## src/rtl/core/rlc_pkg.sv

```systemverilog
`default_nettype none
// ----------------------------------------------------------------------------
// rlc_pkg: shared types and constants for the radius leader clustering block
// Holds the default sizes, register indexes and the controller/datapath
// command and status bundles.
// ----------------------------------------------------------------------------
package rlc_pkg;
  localparam int MaxClustersDef = 32;
  localparam int CoordWidthDef  = 24;
  localparam int CountWidthDef  = 16;
  localparam int NComp          = 7;
  localparam int RadiusWidth    = 48;
  localparam int ThreshWidth    = 16;
  localparam int IndexWidth     = 5;

  localparam logic [RadiusWidth-1:0] RadiusReset = 48'd1073741824;
  localparam logic [ThreshWidth-1:0] ThreshReset = 16'd10;

  localparam logic CfgRadius = 1'b0;
  localparam logic CfgThresh = 1'b1;

  localparam logic ActAdd   = 1'b0;
  localparam logic ActClear = 1'b1;

  typedef struct packed {
    logic load;       // capture the request
    logic scan_rd;    // issue read of scan entry
    logic dist_calc;  // square differences
    logic dist_sum;   // add squares and compare
    logic upd_rd;     // read sums of hit entry
    logic div_start;  // launch divisions
    logic comp_next;  // advance component
    logic write_new;  // write a fresh cluster
    logic write_upd;  // write back the current component
    logic cnt_write;  // write the new count
  } rlc_cmd_t;

  typedef struct packed {
    logic hit;
    logic div_done;
    logic sat;
  } rlc_sts_t;
endpackage
`default_nettype wire

```

## src/rtl/core/rlc_controller.sv

```systemverilog
`default_nettype none
// ----------------------------------------------------------------------------
// rlc_controller: request sequencer
// Scans clusters, then opens, updates, reports a saturated one unchanged or
// drops, and hands the result to the output register.
// ----------------------------------------------------------------------------
module rlc_controller import rlc_pkg::*; #(
  parameter int MaxClusters = MaxClustersDef
) (
  input  wire logic                            clk,
  input  wire logic                            rst,
  input  wire logic                            in_valid,
  output logic                                 in_ready,
  input  wire logic                            action,
  output rlc_cmd_t                             cmd,
  input  wire rlc_sts_t                        sts,
  output logic [$clog2(MaxClusters)-1:0]       scan_idx,
  output logic [$clog2(NComp)-1:0]             comp,
  output logic                                 res_valid,
  input  wire logic                            res_ready,
  output logic [2:0]                           res_kind
);
  localparam int Iw = $clog2(MaxClusters);
  localparam int Tw = $clog2(MaxClusters + 1);
  localparam int Cw = $clog2(NComp);

  localparam logic [3:0] S_IDLE = 4'd0, S_RD = 4'd1, S_SQ = 4'd2, S_CMP = 4'd3,
                         S_DEC = 4'd4, S_NEW = 4'd5, S_URD = 4'd6, S_DIV = 4'd7,
                         S_WB = 4'd8, S_GRD = 4'd9, S_OUT = 4'd10, S_GATH = 4'd11;
  // res_kind: [0] created [1] dropped [2] zero result
  logic [3:0]    state;
  logic [Tw-1:0] total;
  logic [Tw-1:0] pos;

  assign in_ready = (state == S_IDLE) && !res_valid;
  assign scan_idx = pos[Iw-1:0];

  always_comb begin
    cmd = '0;
    cmd.load = in_valid && in_ready;
    case (state)
      S_RD:   cmd.scan_rd = 1'b1;
      S_SQ:   cmd.dist_calc = 1'b1;
      S_CMP:  cmd.dist_sum = 1'b1;
      S_NEW:  begin cmd.write_new = 1'b1; cmd.cnt_write = (comp == '0); end
      S_URD:  cmd.upd_rd = 1'b1;
      S_DIV:  cmd.div_start = 1'b1;
      S_WB:   if (sts.div_done) begin
                cmd.write_upd = 1'b1;
                cmd.cnt_write = (comp == '0);
              end
      S_GRD:  cmd.comp_next = 1'b1;
      default: ;
    endcase
  end

  always_ff @(posedge clk) begin
    if (rst) begin
      state     <= S_IDLE;
      total     <= '0;
      res_valid <= 1'b0;
      res_kind  <= '0;
      pos       <= '0;
      comp      <= '0;
    end else begin
      if (res_valid && res_ready) res_valid <= 1'b0;
      case (state)
        S_IDLE: if (in_valid && in_ready) begin
          pos  <= '0;
          comp <= '0;
          if (action == ActClear) begin
            total     <= '0;
            res_kind  <= 3'b100;
            res_valid <= 1'b1;
          end else if (total == '0) begin
            state <= S_DEC;
          end else begin
            state <= S_RD;
          end
        end
        S_RD:  state <= S_SQ;
        S_SQ:  state <= S_CMP;
        S_CMP: state <= S_DEC;
        S_DEC: begin
          if (pos != total && sts.hit) begin
            state <= sts.sat ? S_GRD : S_URD;
          end else if (pos != total && pos + 1'b1 != total) begin
            pos   <= pos + 1'b1;
            state <= S_RD;
          end else begin
            if (pos != total) pos <= pos + 1'b1;
            if (total == Tw'(MaxClusters)) begin
              res_kind  <= 3'b110;
              res_valid <= 1'b1;
              state     <= S_IDLE;
            end else begin
              state <= S_NEW;
            end
          end
        end
        S_NEW: begin
          if (comp == Cw'(NComp - 1)) begin
            total     <= total + 1'b1;
            res_kind  <= 3'b001;
            res_valid <= 1'b1;
            state     <= S_IDLE;
          end else begin
            comp <= comp + 1'b1;
          end
        end
        S_URD: state <= S_DIV;
        S_DIV: state <= S_WB;
        S_WB:  if (sts.div_done) begin
          if (comp == Cw'(NComp - 1)) begin
            res_kind  <= 3'b000;
            res_valid <= 1'b1;
            state     <= S_IDLE;
          end else begin
            comp  <= comp + 1'b1;
            state <= S_GATH;
          end
        end
        S_GATH: state <= S_URD;
        S_GRD: begin
          if (comp == Cw'(NComp - 1)) begin
            res_kind  <= 3'b000;
            res_valid <= 1'b1;
            state     <= S_IDLE;
          end else begin
            comp <= comp + 1'b1;
          end
        end
        default: state <= S_IDLE;
      endcase
    end
  end
endmodule
`default_nettype wire

```

## config.mk

```make
export PLATFORM = sky130hd
export DESIGN_NAME = rlc_controller
export DESIGN_NICKNAME = d
export VERILOG_FILES = /design/src/rtl/core/rlc_pkg.sv /design/src/rtl/core/rlc_controller.sv
export SDC_FILE = /design/constraint.sdc
export NUM_CORES = 1
export LEC_CHECK = 0
export BUFFER_PORTS_ARGS = -buffer_cell sky130_fd_sc_hd__buf_2
export CAP_MARGIN = 20
export CORE_MARGIN = 2
export CORE_UTILIZATION = 55
export CTS_CLUSTER_DIAMETER = 200
export DETAILED_ROUTE_END_ITERATION = 6
export PLACE_DENSITY_LB_ADDON = 0.05
export SYNTH_ARGS = -nofsm -noshare
export SYNTH_HDL_FRONTEND = slang
export SYNTH_SLANG_ARGS = --single-unit
```

## constraint.sdc

```tcl
create_clock -name clk -period 3.7 [get_ports clk]
set_input_delay 0.74 -clock clk [delete_from_list [all_inputs] [get_ports clk]]
set_output_delay 0.74 -clock clk [all_outputs]
set_load 0.01 [all_outputs]
```

==> metrics <==
status completed; Fin Setup TNS 0 ns; num ports 31; H-tree depth 1; CP Max Fanout 19; FF-to-FF setup slack about 1.4 ns; first-pass GRT wire length approximately 6.7 mm; detailed placer's ending HPWL 3.20 mm; core area 3030 um2; CTS tree yes; Pwr Density 584 nW/um2; Synth warnings 0; top_reg_cell synth dfxtp_1; Max Cap Viol 0; total grt overflow 0; RSZ-0062 raised after global routing false; Area Overhead vs Synth 8.44%; CP arrival about 2.0 ns; fraction of layout cells with a size suffix above 1 19.5%; drt first-iter violations 108; Tcrit/Tclk final approximately 73%; kind of critical path reg -> out; Worst Max-Slew Pin Slew 0.699 ns; Setup Buffers After CTS 0; Detailed Route WL between 4 and 5 mm; Final Hold Viols 0; Power Total ~1100 uW; IO buf count 30; Die Height 60.2 um; Synth top area share 26.6%; EDFF count, synth 0; Max Root-Sink Buffers 2; initial core utilization 57.3%; ranking of synthesized cells by area dfxtp_1 27%, xor2_1 6.1%, nor2_1 5.8%; maximum VDD drop 0.000238 V; Synth Area per Inst between 7 and 8 um2; Synth area leader dfxtp_1; Site Rows 20; largest net degree at the start of global routing 22; min Tclk post-route between 2 and 3 ns; routability congestion estimate 0.914; Yosys cell types between 50 and 60; Final Max Tran Viols 0; die span in x around 60 um; Via density 5.69; Post-CTS Hold Buffers 0; first drt pass iteration count 4; root buffer cell clkbuf_4; Post-Synthesis Cells between 200 and 250; antenna violations before repair 0; Post-Syn Area approximately 1700 um2; ANT nets after route 0; vias in the first global route roughly 1.5k; ANT cells 0; setup violators final 0; CP Data Required Time between 2 and 3 ns; Slew HR between 50% and 60%; vias after detailed routing between 1.5k and 2k; skew final approximately 0.016 ns; leakage ~0.00082 uW; # clock sinks 23; die area approximately 3600 um2; Worst-Skew Late Latency between 0.3 and 0.4 ns; hold crit path type reg -> reg; fmax ~370 MHz; WL per Instance around 15 um; top-count cell post-synth nor2_1; drt drc 0; Yosys reg bits 23; Mapped Nets between 200 and 250; critical path startpoint category flop; Async S/R FF share, synth 0%; Final nets between 200 and 300; post-synthesis sequential area ratio between 20% and 30%; cts repair resizes 0; most frequent cells after synthesis 27 x nor2_1, 23 x dfxtp_1, 21 x nand2_1; Worst-path clk slew around 0.15 ns; Total Routing Usage GR around 25%; CP Capture Type primary output; number of CTS-inserted buffers 3
power by group:
part	internal [uW]	switching, uW
Sequential	292	97.0
Combinational	245	337
Clock	40.7	86.0
Total	578	520
layout by cell type (no fill, tap or decap), drive strengths merged, types with 3 or more instances in the layout:
| master | n |
|---|---|
| and2 | 4 |
| nor2 | 28 |
| a21oi | 8 |
| buf | 30 |
| or4 | 3 |
| o21ai | 8 |
| xnor2 | 5 |
| o211a | 3 |
| inv | 11 |
| clkbuf | 3 |
| nand3 | 6 |
| xor2 | 13 |
| nand2 | 21 |
| dfxtp | 23 |
| nand2b | 8 |
| nand4 | 4 |
| nor3 | 5 |
| a31oi | 4 |
| nor2b | 4 |
| ha | 6 |
| o211ai | 4 |
registers in the layout (all words and copies together) (netlist names):
signal / cells
state: 4
pos: 6
comp: 3
res_kind: 3
total: 6
res_valid: 1
per-stage QoR:
step | area [um2] | hold WS [ns] | utilization, % | std cells | worst slack, ns
floorplan | 1730 | 0.468 | - | 217 | 1.69
global placement | 1850 | 0.449 | 61.2 | 276 | 1.44
detailed placement | 1850 | 0.458 | 61.2 | 276 | 1.40
CTS | 1880 | 0.478 | 62.1 | 280 | 1.01
global route | 1880 | 0.503 | 62.1 | 280 | 0.872
finish | 1880 | 0.474 | 62.1 | 280 | 0.999
worst paths after layout:
path	startpoint	end	cells after the start
min	res_kind[2]	res_kind[2]	2
min reg2reg	res_kind[2]	res_kind[2]	2
max reg2reg	state[2]	pos[3]	6
max	state[1]	cmd[0]	5
final cells by class:
type | instances | area [um2]
inverters | 11 | 41.3
repair buffers | 30 | 150
fillers | 284 | 1150
flip-flops and latches | 23 | 460
well taps | 44 | 55.1
clock buffers | 3 | 22.5
clock inverters | 1 | 5.00
multi-input cells | 168 | 1150
critical path, cell delays in order, from the launching register on:
cell and delay (ns):
dfxtp_1 0.80, nor2_1 0.13, nand3_1 0.21, inv_1 0.12
o211a_1 0.23, buf_2 0.13
routing by layer:
layer  global-route usage (%)  vias to the layer above  part of all wire, %
met1                     32.9                      738                   46
met4                     10.8                        0                  1.8
li1                         -                      797                    -
met3                     3.25                        8                  4.0
met2                     40.1                       51                   48
met5                        0                        -                    0
logic make-up (layout without fill, tap and decap cells):
kind of cell	Yosys count	after routing	share of synthesized area, %
AOI/OAI and AO/OA	45	45	21.2
DFF	23	23	26.6
xor gates and xnor gates	18	18	9.52
buffers and inverters	26	45	7.36
muxes	2	2	1.15
and+or+nand+nor	97	97	29.9
adders and majority gates	6	6	4.33
Power figures use the tool's default switching activity.
